$ cat src/sdpq_pkg.sv
`timescale 1ns / 1ps
// Shared types and codes for the sorted delay priority queue.
package sdpq_pkg;

	localparam int COUNT_W = 5;

	localparam logic [1:0] CMD_INSERT = 2'd0;
	localparam logic [1:0] CMD_REMOVE = 2'd1;
	localparam logic [1:0] CMD_PEEK   = 2'd2;

	localparam logic [1:0] ST_OK    = 2'd0;
	localparam logic [1:0] ST_FULL  = 2'd1;
	localparam logic [1:0] ST_EMPTY = 2'd2;

	typedef struct packed {
		logic [1:0]  cmd;
		logic [7:0]  task_handle;
		logic [31:0] delay_key;
	} req_t;

	typedef struct packed {
		logic [1:0]         status;
		logic [7:0]         head_task;
		logic [31:0]        head_key;
		logic [COUNT_W-1:0] entry_count;
	} rsp_t;

	typedef struct packed {
		logic [7:0]  task_handle;
		logic [31:0] delay_key;
	} entry_t;

	// Commands from the controller to the datapath.
	typedef struct packed {
		logic       cap;
		logic       rd;
		logic       idx_dn;
		logic       idx_up;
		logic       place_after;
		logic       place_head;
		logic       move_up;
		logic       move_down;
		logic       cap_head;
		logic       cnt_dec;
		logic       emit;
		logic [1:0] emit_status;
	} ctl_t;

	// Status from the datapath to the controller.
	typedef struct packed {
		logic cnt_zero;
		logic cnt_full;
		logic key_ge;
		logic rd_at_zero;
		logic idx_at_cnt;
	} sts_t;

endpackage

$ cat src/sdpq_datapath.sv
`timescale 1ns / 1ps
// Datapath of the sorted delay priority queue: entry store, pointers, count and result register.
module sdpq_datapath import sdpq_pkg::*; #(
	parameter int POOL_SIZE = 16
) (
	input  logic clk,
	input  logic arst_n,
	input  req_t req,
	input  ctl_t ctl,
	output sts_t sts,
	output logic done,
	output rsp_t rsp
);

	localparam int AW = (POOL_SIZE > 1) ? $clog2(POOL_SIZE) : 1;
	localparam int CW = $clog2(POOL_SIZE + 1);

	entry_t          mem_q [POOL_SIZE];
	entry_t          rdata_q;
	logic [AW-1:0]   rd_addr_q;
	logic [CW-1:0]   idx_q;
	logic [CW-1:0]   count_q;
	entry_t          new_q;
	entry_t          head_q;
	logic            done_q;
	rsp_t            rsp_q;

	logic            wr_en;
	logic [AW-1:0]   wr_addr;
	entry_t          wr_data;

	always_comb begin
		wr_en   = 1'b0;
		wr_addr = rd_addr_q + AW'(1);
		wr_data = rdata_q;
		if (ctl.place_after) begin
			wr_en   = 1'b1;
			wr_data = new_q;
		end else if (ctl.place_head) begin
			wr_en   = 1'b1;
			wr_addr = '0;
			wr_data = new_q;
		end else if (ctl.move_up) begin
			wr_en = 1'b1;
		end else if (ctl.move_down) begin
			wr_en   = 1'b1;
			wr_addr = rd_addr_q - AW'(1);
		end
	end

	always_ff @(posedge clk) begin
		if (wr_en) begin
			mem_q[wr_addr] <= wr_data;
		end
		if (ctl.rd) begin
			rdata_q   <= mem_q[idx_q[AW-1:0]];
			rd_addr_q <= idx_q[AW-1:0];
		end
	end

	always_ff @(posedge clk) begin
		if (ctl.cap) begin
			new_q.task_handle <= req.task_handle;
			new_q.delay_key   <= req.delay_key;
			head_q            <= '0;
		end else if (ctl.cap_head) begin
			head_q <= rdata_q;
		end
	end

	// An insert walks down from the tail; a remove walks up from the head, and a peek reads the head alone.
	always_ff @(posedge clk or negedge arst_n) begin
		if (!arst_n) begin
			idx_q   <= '0;
			count_q <= '0;
		end else begin
			if (ctl.cap) begin
				idx_q <= (req.cmd == CMD_INSERT) ? count_q - CW'(1) : '0;
			end else if (ctl.idx_dn) begin
				idx_q <= idx_q - CW'(1);
			end else if (ctl.idx_up) begin
				idx_q <= idx_q + CW'(1);
			end
			if (ctl.place_after || ctl.place_head) begin
				count_q <= count_q + CW'(1);
			end else if (ctl.cnt_dec) begin
				count_q <= count_q - CW'(1);
			end
		end
	end

	always_ff @(posedge clk or negedge arst_n) begin
		if (!arst_n) begin
			done_q <= 1'b0;
		end else begin
			done_q <= ctl.emit;
		end
	end

	always_ff @(posedge clk) begin
		if (ctl.emit) begin
			rsp_q.status      <= ctl.emit_status;
			rsp_q.head_task   <= head_q.task_handle;
			rsp_q.head_key    <= head_q.delay_key;
			rsp_q.entry_count <= COUNT_W'(count_q);
		end
	end

	always_comb begin
		sts.cnt_zero   = (count_q == '0);
		sts.cnt_full   = (count_q == CW'(POOL_SIZE));
		sts.key_ge     = (rdata_q.delay_key >= new_q.delay_key);
		sts.rd_at_zero = (rd_addr_q == '0);
		sts.idx_at_cnt = (idx_q == count_q);
	end

	assign done = done_q;
	assign rsp  = rsp_q;

endmodule

$ cat src/sdpq_ctrl.sv
`timescale 1ns / 1ps
// Controller state machine of the sorted delay priority queue.
module sdpq_ctrl import sdpq_pkg::*; (
	input  logic       clk,
	input  logic       arst_n,
	input  logic       start,
	input  logic [1:0] cmd,
	input  sts_t       sts,
	output logic       busy,
	output ctl_t       ctl
);

	localparam logic [3:0] S_IDLE     = 4'd0;
	localparam logic [3:0] S_INS_RD   = 4'd1;
	localparam logic [3:0] S_INS_CMP  = 4'd2;
	localparam logic [3:0] S_INS_HEAD = 4'd3;
	localparam logic [3:0] S_REM_RD   = 4'd4;
	localparam logic [3:0] S_REM_CAP  = 4'd5;
	localparam logic [3:0] S_REM_MOVE = 4'd6;
	localparam logic [3:0] S_PEEK_RD  = 4'd7;
	localparam logic [3:0] S_PEEK_CAP = 4'd8;
	localparam logic [3:0] S_DONE     = 4'd9;

	logic [3:0] state_q;
	logic [3:0] state_d;
	logic [1:0] st_q;
	logic [1:0] st_d;

	always_comb begin
		state_d = state_q;
		st_d    = st_q;
		ctl     = '0;
		ctl.emit_status = st_q;
		case (state_q)
			S_IDLE: begin
				if (start) begin
					ctl.cap = 1'b1;
					st_d    = ST_OK;
					case (cmd)
						CMD_INSERT: begin
							if (sts.cnt_full) begin
								st_d    = ST_FULL;
								state_d = S_DONE;
							end else if (sts.cnt_zero) begin
								state_d = S_INS_HEAD;
							end else begin
								state_d = S_INS_RD;
							end
						end
						CMD_REMOVE: begin
							if (sts.cnt_zero) begin
								st_d    = ST_EMPTY;
								state_d = S_DONE;
							end else begin
								state_d = S_REM_RD;
							end
						end
						default: begin
							if (sts.cnt_zero) begin
								st_d    = ST_EMPTY;
								state_d = S_DONE;
							end else begin
								state_d = S_PEEK_RD;
							end
						end
					endcase
				end
			end
			S_INS_RD: begin
				ctl.rd     = 1'b1;
				ctl.idx_dn = 1'b1;
				state_d    = S_INS_CMP;
			end
			S_INS_CMP: begin
				// Stop at the first entry whose key is not below the new key.
				if (sts.key_ge) begin
					ctl.place_after = 1'b1;
					state_d         = S_DONE;
				end else begin
					ctl.move_up = 1'b1;
					if (sts.rd_at_zero) begin
						state_d = S_INS_HEAD;
					end else begin
						ctl.rd     = 1'b1;
						ctl.idx_dn = 1'b1;
					end
				end
			end
			S_INS_HEAD: begin
				ctl.place_head = 1'b1;
				state_d        = S_DONE;
			end
			S_REM_RD: begin
				ctl.rd     = 1'b1;
				ctl.idx_up = 1'b1;
				state_d    = S_REM_CAP;
			end
			S_REM_CAP: begin
				ctl.cap_head = 1'b1;
				if (sts.idx_at_cnt) begin
					ctl.cnt_dec = 1'b1;
					state_d     = S_DONE;
				end else begin
					ctl.rd     = 1'b1;
					ctl.idx_up = 1'b1;
					state_d    = S_REM_MOVE;
				end
			end
			S_REM_MOVE: begin
				ctl.move_down = 1'b1;
				if (sts.idx_at_cnt) begin
					ctl.cnt_dec = 1'b1;
					state_d     = S_DONE;
				end else begin
					ctl.rd     = 1'b1;
					ctl.idx_up = 1'b1;
				end
			end
			S_PEEK_RD: begin
				ctl.rd  = 1'b1;
				state_d = S_PEEK_CAP;
			end
			S_PEEK_CAP: begin
				ctl.cap_head = 1'b1;
				state_d      = S_DONE;
			end
			S_DONE: begin
				ctl.emit = 1'b1;
				state_d  = S_IDLE;
			end
			default: begin
				state_d = S_IDLE;
			end
		endcase
	end

	always_ff @(posedge clk or negedge arst_n) begin
		if (!arst_n) begin
			state_q <= S_IDLE;
			st_q    <= ST_OK;
		end else begin
			state_q <= state_d;
			st_q    <= st_d;
		end
	end

	assign busy = (state_q != S_IDLE);

endmodule

$ cat src/sorted_delay_priority_queue_unit.sv
`timescale 1ns / 1ps
// Top level of the sorted delay priority queue.
// A request is taken when start is high and busy is low; busy then stays high until the
// result is ready, and the result appears on rsp with done high for exactly one cycle, with
// nothing able to hold it off. Entries live in a store with one read and one write port,
// walked one entry per cycle, so the time from request to result is set by that walk: an
// insert walks down from the tail past each entry below the new key, a remove moves each
// entry after the first one place toward the head, a peek or an insert into an empty queue
// touches only the head, and a full insert or an empty remove or peek goes straight to the result.
// A new request is taken in the same cycle that the result is shown.
module sorted_delay_priority_queue_unit import sdpq_pkg::*; #(
	parameter int POOL_SIZE = 16
) (
	input  logic clk,
	input  logic arst_n,
	input  logic start,
	output logic busy,
	input  req_t req,
	output logic done,
	output rsp_t rsp
);

	ctl_t ctl;
	sts_t sts;

	sdpq_ctrl u_ctrl (
		.clk    (clk),
		.arst_n (arst_n),
		.start  (start),
		.cmd    (req.cmd),
		.sts    (sts),
		.busy   (busy),
		.ctl    (ctl)
	);

	sdpq_datapath #(
		.POOL_SIZE (POOL_SIZE)
	) u_datapath (
		.clk    (clk),
		.arst_n (arst_n),
		.req    (req),
		.ctl    (ctl),
		.sts    (sts),
		.done   (done),
		.rsp    (rsp)
	);

`ifndef SYNTHESIS
	a_accept_busy: assert property (@(posedge clk) disable iff (!arst_n)
		(start && !busy) |=> busy)
		else $error("request taken but busy did not rise");

	a_done_idle: assert property (@(posedge clk) disable iff (!arst_n)
		done |-> !busy)
		else $error("result shown while still busy");

	a_error_zero: assert property (@(posedge clk) disable iff (!arst_n)
		(done && rsp.status != ST_OK) |-> (rsp.head_task == '0 && rsp.head_key == '0))
		else $error("failed request carries nonzero head fields");

	a_full_count: assert property (@(posedge clk) disable iff (!arst_n)
		(done && rsp.status == ST_FULL) |-> (rsp.entry_count == COUNT_W'(POOL_SIZE)))
		else $error("full status without a full count");
`endif

endmodule
$ cat config.mk
export PLATFORM = sky130hd
export DESIGN_NAME = sorted_delay_priority_queue_unit
export DESIGN_NICKNAME = d
export VERILOG_FILES = /design/src/sdpq_pkg.sv /design/src/sdpq_datapath.sv /design/src/sdpq_ctrl.sv /design/src/sorted_delay_priority_queue_unit.sv
export SDC_FILE = /design/constraint.sdc
export NUM_CORES = 1
export LEC_CHECK = 0
export BUFFER_PORTS_ARGS = -buffer_cell sky130_fd_sc_hd__buf_2
export CORE_UTILIZATION = 45
export DETAILED_ROUTE_END_ITERATION = 10
export SYNTH_ARGS = -nofsm -noshare
export SYNTH_HDL_FRONTEND = slang
export SYNTH_SLANG_ARGS = --single-unit
$ cat constraint.sdc
create_clock -name clk -period 9.5 [get_ports clk]
set_clock_uncertainty 0.1 [all_clocks]
set_input_delay 2.85 -clock clk [delete_from_list [all_inputs] [get_ports clk]]
set_output_delay 2.85 -clock clk [all_outputs]
set_load 0.05 [all_outputs]
==> results of run 1 <==
## registers in the layout, summed over array words and instances (netlist names)
name,count
u_ctrl.st_q,2
u_ctrl.state_q,4
u_datapath.rd_addr_q,4
u_datapath.new_q,40
u_datapath.head_q,40
u_datapath.rdata_q,40
u_datapath.mem_q,640
u_datapath.idx_q,5
u_datapath.done,1
u_datapath.count_q,5
u_datapath.rsp,47
## per-stage QoR
stage	power (uW)	util	setup slack (ns)	hold WS (ns)
final	12500	0.521	4.31	0.325
after global routing	13100	0.521	4.16	0.334
after CTS	12700	0.521	4.31	0.326
after detailed placement	9350	0.482	4.30	0.314
after global placement	9230	0.482	4.35	0.316
after floorplan	8110	-	5.13	0.308
## worst register-to-register path: cells and delay by family (launching register included)
kind,cells,cell delay (ns)
AO/OA/AOI/OAI,6,1.26
XOR/XNOR,1,0.22
adder cells (fa/ha/maj),2,0.78
flip-flops,1,0.43
AND/OR/NAND/NOR,5,1.54
## power by group
part           leakage [uW]  total (uW)  switching, uW  internal, uW
registers           0.00753        5690            364          5330
clock network       0.00133        3300           1390          1910
logic               0.00313        3540           2200          1340
total                0.0120       12500           3960          8570
## metal layers
metal / GRT usage / part of all wire
met5: 0 / 0
met4: 0.0631 / 0.024
met3: 0.0352 / 0.052
met2: 0.338 / 0.49
met1: 0.280 / 0.43
## cells in the mapped netlist (3+ instances only)
cell type	instances	area share
nand4_1	3	0.00059
mux2_2	6	0.0021
xnor2_1	5	0.0014
nand2b_1	4	0.00078
nor3_1	7	0.0011
mux4_2	200	0.14
buf_2	15	0.0023
buf_4	5	0.0012
a22oi_1	3	0.00070
nor2b_1	4	0.00078
nand3_1	6	0.00094
a21o_1	7	0.0016
dfrtp_1	17	0.013
mux2_1	4	0.0014
buf_1	14	0.0016
nor2_1	38	0.0044
or3_1	4	0.00078
clkbuf_1	43	0.0050
a21oi_1	56	0.0087
o21ai_0	27	0.0042
xor2_1	13	0.0036
ha_1	39	0.015
o21ai_1	16	0.0025
edfxtp_1	771	0.72
dfxtp_1	40	0.025
o31ai_1	3	0.00070
o211ai_1	7	0.0016
nand2_1	147	0.017
nand3b_1	3	0.00070
inv_1	43	0.0050
## cells in the final DEF (no fill, tap or decap), drive strengths merged, types with 3 or more instances in the layout
| cell | instances |
|---|---|
| nand3b | 3 |
| or3 | 4 |
| o22ai | 3 |
| nand4 | 3 |
| clkbuf | 104 |
| a22oi | 3 |
| a21o | 7 |
| nor2b | 4 |
| clkinv | 28 |
| and2 | 3 |
| mux4 | 200 |
| edfxtp | 771 |
| buf | 136 |
| bufinv | 9 |
| o31ai | 4 |
| nor2 | 38 |
| nand2b | 4 |
| dfrtp | 17 |
| ha | 39 |
| nand2 | 147 |
| xnor2 | 5 |
| clkinvlp | 6 |
| xor2 | 13 |
| dfxtp | 40 |
| nand3 | 6 |
| a211oi | 3 |
| o211ai | 7 |
| inv | 47 |
| o21ai | 43 |
| mux2 | 10 |
| nor3 | 9 |
| a21oi | 56 |
## area by class of cell
type	instances	area, sq um
fill	5484	33700
sequential	828	24400
multi-input combinational	643	7310
clock buffer	104	2210
tap	940	1180
timing repair buffer	136	801
clock inverter	47	538
inverter	43	164
## worst max-delay path by stage
| stage | to | slack, ns | cells past startpoint |
|---|---|---|---|
| after floorplan | u_datapath.new_q[0] | 5.13 | 4 |
| after global placement | u_datapath.idx_q[4] | 4.35 | 7 |
| after detailed placement | u_datapath.idx_q[4] | 4.30 | 7 |
| after CTS | busy | 4.31 | 3 |
| after global routing | busy | 4.16 | 3 |
| final | busy | 4.31 | 3 |
## cells by family (layout without fill, tap and decap cells)
kind of cell	after synthesis	after routing	synth area share
flops	828	828	0.760
simple gates	231	231	0.0312
mux	210	210	0.144
compound gates	144	144	0.0280
buf+inv	121	330	0.0156
fa+ha+maj	40	40	0.0158
xor+xnor	18	18	0.00492
==> impl_metrics.csv, run 1 <==
group,metric,value,unit
sta,report.final.setup_viol,0,
layout,nets,1821,
setup_path,r2r_start,"u_datapath.rdata_q[31]",
clock_tree,cts_sinks,828,
layout,fin_cells,2741,
drt,wire_per_inst,26.3,um
clock_tree,cts_resized,0,
setup_path,slowest_stage,"nor4_1",
global_route,grt_pass1_vias,16100,
placed_design,dp.cells,2590,
power_and_ir_drop,ir_worst_vdd,0.000237,V
setup_path,rr_worst_depth,14,
floorplanning,rows,97,
setup_path,startpoint,"u_ctrl.state_q[1]",
floorplanning,die-area,72300,sq um
placed_design,io_buffers,93,
synthesis,yosys.cell_types.count,64,
setup_path,r2r_setup_slack,5.03,ns
clock_tree,clock_latency,0.64,ns
sta,fmax,0.193,GHz
setup_path,path_max_fanout,20,
floorplanning,die-height,269,um
sta,min_period,5.19,ns
hold_path,hp-start,"u_datapath.head_q[26]",
synthesis,synth-seq-cells,828,
drt,wirelength,72100,um
hold_path,holdPathStages,0,
clock_tree,cts_tree,"done",
synthesis,yosysWarnings,0,
setup_path,endpoint_kind,"output pin",
setup_path,path_class,"flip-flop to output pin",
floorplanning,top_level_ports,94,
setup_path,crit_required,6.55,ns
clock_tree,clk_pin_slew,0.06,ns
clock_tree,clock-root-buffer,"clkbuf_16",
layout,n_antenna_cell,0,
flow_run,max_cap_violations,0,
setup_path,slowest_delay,0.62,ns
synthesis,synthFlopType,"edfxtp_1",
run_status,status,"finished clean",
setup_path,path_cells,"nor4_1 > inv_1 > buf_2",
sta,rsz0062_at_grt,"false",
setup_path,path_buf_inv,2,
floorplanning,die_w,269,um
drt,via_per_inst,5.70,
clock_tree,clk_path_buf_depth,3,
sta,slew_headroom,0.309,
synthesis,synthArstFlopShare,0.0205,
placed_design,place_congestion,0.776,
drt,vias,15600,
power_and_ir_drop,power.density,342,nW/um^2
synthesis,synth.cell_area,32100,sq um
global_route,grt_overflow,0,
global_route,grt_use_total,0.205,
hold_path,holdCritPathClass,"flip-flop to flip-flop",
drt,dr.pass1.iters,5,
sta,slew_violations,0,
setup_path,r2r-end,"u_datapath.idx_q[4]",
layout,syn_to_final_growth,14.1,%
sta,tightest_slew,1.03,ns
sta,hold_violations,0,
synthesis,syn_inst,1592,
drt,route.detailed.drc,0,
sta,tns,0,ns
global_route,antenna_found_initial,0,
clock_tree,post-cts-setup-buffers,0,
placed_design,dp_hpwl,36900,um
setup_path,cp_top_family,"simple AND/OR/NAND/NOR gates",
global_route,grt_pass1_wl,106000,um
power_and_ir_drop,leakagePower,0.0120,uW
setup_path,start_kind,"flip-flop",
setup_path,crit_arrival,2.24,ns
sta,fin_crit_sh,0.546,
clock_tree,cts_buffers,84,
clock_tree,hold_buffers,0,
placed_design,place_area,33800,sq um
clock_tree,cts.htree.levels,3,
layout,drive_above_1_share,0.278,
synthesis,synth-edff-count,771,
floorplanning,coreArea,70300,sq um
drt,drt_iter0_drc,1425,
layout,final_area,36600,sq um
synthesis,synth_seq_area_share,0.760,
global_route,grt_max_degree,124,
synthesis,synth_fp_nets,1677,
floorplanning,initial_core_util,0.456,
hold_path,whs_endpoint,"u_datapath.rsp[31]",
synthesis,avgSynthCellArea,20.1,sq um
drt,ant_nets,0,
Power figures use the tool's default switching activity.
==> inputs of run 2 (changes only) <==
clock period = 4.8 ns   (was 9.5 ns; I/O delays follow)
==> impl_metrics.csv, run 2 (synthesis gave the netlist of run 1 again) <==
group,metric,value,unit
sta,rsz0062_at_grt,"false",
floorplanning,initial_core_util,0.456,
setup_path,cp_top_family,"simple AND/OR/NAND/NOR gates",
setup_path,cp_num_cells,14,
floorplanning,top_level_ports,94,
power_and_ir_drop,ir_worst_vdd,0.000556,V
placed_design,dp.cells,2606,
setup_path,r2r-end,"u_datapath.idx_q[4]",
clock_tree,cts_resized,0,
setup_path,path_class,"flip-flop to flip-flop",
layout,layout_commonest_cell,"edfxtp_1",
setup_path,endpoint_kind,"flip-flop",
placed_design,dp_hpwl,38600,um
global_route,grt_use_total,0.206,
layout,largest_register_ffs,640,
layout,syn_to_final_growth,15.2,%
setup_path,path_max_fanout,8,
clock_tree,clock_latency,0.63,ns
flow_run,max_cap_violations,0,
hold_path,holdCritPathClass,"flip-flop to flip-flop",
drt,via_per_inst,5.65,
setup_path,rr_worst_depth,14,
setup_path,crit_top_cell,"nand4_1",
clock_tree,cts_buffers,85,
placed_design,io_buffers,93,
setup_path,crit_required,5.20,ns
drt,wire_per_inst,26.1,um
setup_path,r2r_start,"u_datapath.rdata_q[31]",
clock_tree,post-cts-setup-buffers,0,
global_route,grt_overflow,0,
drt,drt_iter0_drc,1550,
setup_path,start_kind,"flip-flop",
clock_tree,clk_path_buf_depth,3,
layout,regMostFlops,"u_datapath.mem_q",
clock_tree,cts.htree.levels,3,
sta,fmax,0.232,GHz
run_status,status,"finished clean",
layout,nets,1838,
global_route,grt_pass1_wl,106000,um
sta,slew_headroom,0.275,
sta,min_period,4.30,ns
drt,dr.pass1.iters,5,
layout,n_antenna_cell,0,
floorplanning,die-height,269,um
sta,fin_crit_sh,0.897,
global_route,antenna_found_initial,1,
sta,tns,0,ns
sta,slew_violations,0,
power_and_ir_drop,leakagePower,0.0122,uW
floorplanning,rows,97,
global_route,grt_max_degree,87,
setup_path,endpoint,"u_datapath.idx_q[4]",
power_and_ir_drop,power.density,679,nW/um^2
sta,report.final.setup_viol,0,
floorplanning,coreArea,70300,sq um
sta,tightest_slew,1.09,ns
sta,hold_violations,0,
global_route,grt_pass1_vias,15800,
setup_path,crit_arrival,4.70,ns
drt,vias,15600,
sta,hold_slack,0.326,ns
clock_tree,clock-root-buffer,"clkbuf_16",
layout,fin_cells,2760,
setup_path,slowest_stage,"a311oi_4",
clock_tree,clk_pin_slew,0.06,ns
clock_tree,cts_tree,"done",
floorplanning,die-area,72300,sq um
setup_path,r2r_setup_slack,0.50,ns
clock_tree,cts_sinks,828,
layout,drive_above_1_share,0.288,
drt,route.detailed.drc,0,
setup_path,slowest_delay,0.52,ns
clock_tree,hold_buffers,0,
floorplanning,die_w,269,um
placed_design,place_congestion,0.768,
setup_path,path_cells,"ha_1 > nand4_1 > nor3_1 > nand4_1 > a311oi_4 > nor3_2 > nand2b_1 > fa_1 > a21o_1 > a21oi_1 > xor2_1 > o21ai_0 > o22ai_1 > a211oi_2",
drt,ant_nets,0,
drt,wirelength,72100,um
setup_path,startpoint,"u_datapath.rdata_q[31]",
layout,layout.cells.most_common_list,"edfxtp_1 (771), mux4_2 (200), nand2_1 (147), buf_2 (93), clkbuf_16 (89)",
setup_path,path_buf_inv,0,
[run 2: changes by cell type in the layout (fill, tap and decap cells not counted)]
cell,change
clkinv_4,+2
clkbuf_8,+4
clkbuf_16,+5
buf_12,+9
clkbuf_1,-9
clkinv_8,-3
inv_6,-2
buf_4,+7
clkinv_1,+5
clkinv_2,+2
bufinv_16,+1
inv_16,-2
[run 2: layout make-up]
| class | instances | area [sq um] |
|---|---|---|
| Tap cell | 940 | 1180 |
| Sequential cell | 828 | 24400 |
| Inverter | 43 | 164 |
| Clock inverter | 50 | 508 |
| Clock buffer | 104 | 2350 |
| Fill cell | 5466 | 33300 |
| Multi-Input combinational cell | 643 | 7310 |
| Timing Repair Buffer | 152 | 1030 |
[run 2: routing by layer]
layer	wire, um	vias up	share of wire	GRT usage
li1	-	6763	-	-
met1	32200	8330	0.45	0.300
met2	34900	412	0.48	0.326
met3	3680	94	0.051	0.0303
met4	1280	0	0.018	0.0539
met5	0	-	0	0
[run 2: worst min-delay path by stage]
stage / end / start / slack [ns] / cells after the start
4_1_cts: u_datapath.rsp[6] / u_datapath.head_q[1] / 0.33 / 0
3_3_place_gp: u_datapath.rsp[15] / u_datapath.head_q[10] / 0.31 / 0
3_5_place_dp: u_datapath.rsp[6] / u_datapath.head_q[1] / 0.31 / 0
2_1_floorplan: u_datapath.rsp[10] / u_datapath.head_q[5] / 0.31 / 0
6_report: u_datapath.rsp[41] / u_datapath.head_q[36] / 0.33 / 0
5_1_grt: u_datapath.rsp[7] / u_datapath.head_q[2] / 0.34 / 0
[run 2: stage by stage]
step                area [sq um]  power, uW  worst slack, ns  utilization
global route               36900      26200            0.258        0.526
floorplan                  32100      16000            0.772            -
CTS                        36900      25300            0.455        0.526
global placement           34100      18400            0.656        0.485
finish                     36900      25100            0.495        0.526
detailed placement         34100      18600            0.469        0.485
[run 2: power by group]
group	total, uW	switching, uW	internal (uW)
combinational	7170	4430	2740
sequential	11200	663	10500
clock	6700	2690	4010
==> inputs of run 3 (changes only) <==
CORE_ASPECT_RATIO = 1.4   (was not set)
==> impl_metrics.csv, run 3 (synthesis gave the netlist of run 1 again) <==
group,metric,value,unit
clock_tree,clock-root-buffer,"clkbuf_16",
setup_path,start_kind,"flip-flop",
global_route,grt_use_total,0.207,
layout,nFillCells,5484,
power_and_ir_drop,leakagePower,0.0121,uW
clock_tree,post-cts-setup-buffers,0,
flow_run,max_cap_violations,0,
clock_tree,cts_sinks,828,
sta,layout_setup_ws,0.508,ns
setup_path,r2r_setup_slack,0.51,ns
hold_path,whs_endpoint,"u_datapath.rsp[41]",
layout,layout.cells.most_common_list,"edfxtp_1 (771), mux4_2 (200), nand2_1 (147), buf_2 (93), clkbuf_16 (80)",
placed_design,dp_slack,0.442,ns
layout,n_antenna_cell,0,
global_route,grt_overflow,0,
placed_design,io_buffers,93,
layout,drive_above_1_share,0.283,
power_and_ir_drop,total_power,24700,uW
layout,ff_latch_area,24400,sq um
placed_design,place_area,34100,sq um
run_status,status,"finished clean",
sta,min_period,4.29,ns
setup_path,r2r-end,"u_datapath.mem_q[11][21]",
drt,drt_iter0_drc,1394,
sta,rsz0062_at_grt,"false",
clock_tree,cts_resized,0,
drt,wirelength,72800,um
layout,final_area,36800,sq um
power_and_ir_drop,ir_worst_vdd,0.000324,V
clock_tree,cts_buffers,79,
layout,regMostFlops,"u_datapath.mem_q",
setup_path,rr_worst_depth,8,
setup_path,crit_required,4.94,ns
global_route,antenna_found_initial,0,
hold_path,holdCritPathClass,"flip-flop to flip-flop",
setup_path,crit_arrival,4.43,ns
floorplanning,die_w,228,um
sta,report.final.setup_viol,0,
global_route,grt_max_degree,117,
drt,route.detailed.drc,0,
global_route,grt_pass1_wl,106000,um
sta,hold_violations,0,
floorplanning,die-area,72300,sq um
layout,fin_cells,2747,
layout,layout_commonest_cell,"edfxtp_1",
hold_path,holdPathStages,0,
sta,fin_crit_sh,0.894,
clock_tree,clk_path_buf_depth,3,
floorplanning,die-height,318,um
drt,dr.pass1.iters,5,
placed_design,dp.cells,2602,
floorplanning,coreArea,70400,sq um
clock_tree,hold_buffers,0,
placed_design,dp_hpwl,39700,um
global_route,grt_pass1_vias,16100,
layout,syn_to_final_growth,14.7,%
layout,largest_register_ffs,640,
hold_path,hp-start,"u_datapath.head_q[36]",
sta,slew_headroom,0.105,
placed_design,place_congestion,0.797,
floorplanning,top_level_ports,94,
power_and_ir_drop,power.density,673,nW/um^2
drt,wire_per_inst,26.5,um
setup_path,path_class,"flip-flop to flip-flop",
floorplanning,rows,115,
layout,multi_input_comb_area,7310,sq um
floorplanning,initial_core_util,0.456,
clock_tree,clock_latency,0.63,ns
drt,ant_nets,0,
sta,tightest_slew,1.33,ns
clock_tree,cts_tree,"done",
setup_path,path_max_fanout,38,
drt,via_per_inst,5.65,
setup_path,endpoint_kind,"flip-flop",
sta,fmax,0.233,GHz
sta,tns,0,ns
drt,vias,15500,
sta,slew_violations,0,
layout,nets,1832,
setup_path,r2r_start,"u_datapath.rdata_q[29]",
clock_tree,cts.htree.levels,3,
clock_tree,clk_pin_slew,0.06,ns
## run 3: report_power, final
part           internal, uW  switching [uW]
clock                  3740            2640
combinational          2740            4370
sequential            10500             720
## run 3: critical path, stage by stage, from the launching register on
cell	delay [ns]
edfxtp_1	0.42
ha_1	0.32
nand4_1	0.20
nor3_1	0.45
nand4_1	0.37
a311oi_4	0.44
o31ai_4	0.26
buf_12	0.29
o21ai_0	1.04
## run 3: metrics by stage
step | utilization | hold slack (ns)
floorplan | - | 0.308
detailed placement | 0.485 | 0.316
global placement | 0.485 | 0.313
finish | 0.523 | 0.328
CTS | 0.523 | 0.330
global route | 0.523 | 0.332
## run 3: metal layers
layer / track usage / vias up / wire length, um / share of wire
met5: 0 / - / 0 / 0
met4: 0.0658 / 0 / 1630 / 0.022
met3: 0.0303 / 101 / 3960 / 0.054
met2: 0.347 / 456 / 36900 / 0.51
met1: 0.277 / 8233 / 30300 / 0.42
li1: - / 6731 / - / -
## run 3: worst max path at each step
stage	end	slack, ns	start	depth (start not counted)
4_1_cts	u_datapath.mem_q[5][13]	0.44	u_datapath.rdata_q[29]	8
3_3_place_gp	u_datapath.idx_q[4]	0.66	u_datapath.rdata_q[29]	14
3_5_place_dp	u_datapath.mem_q[6][13]	0.44	u_datapath.rdata_q[31]	8
5_1_grt	u_datapath.idx_q[4]	0.29	u_datapath.rdata_q[29]	14
6_report	u_datapath.mem_q[11][21]	0.51	u_datapath.rdata_q[29]	8
2_1_floorplan	u_datapath.mem_q[9][0]	0.77	u_ctrl.state_q[0]	8
## run 3: area by class of cell
class | instances | share of cell area
clock buffer | 98 | 0.0576
clock inverter | 47 | 0.0144
inverter | 43 | 0.00446
multi-input combinational | 643 | 0.199
sequential | 828 | 0.663
tap | 936 | 0.0318
timing repair buffer | 152 | 0.0295
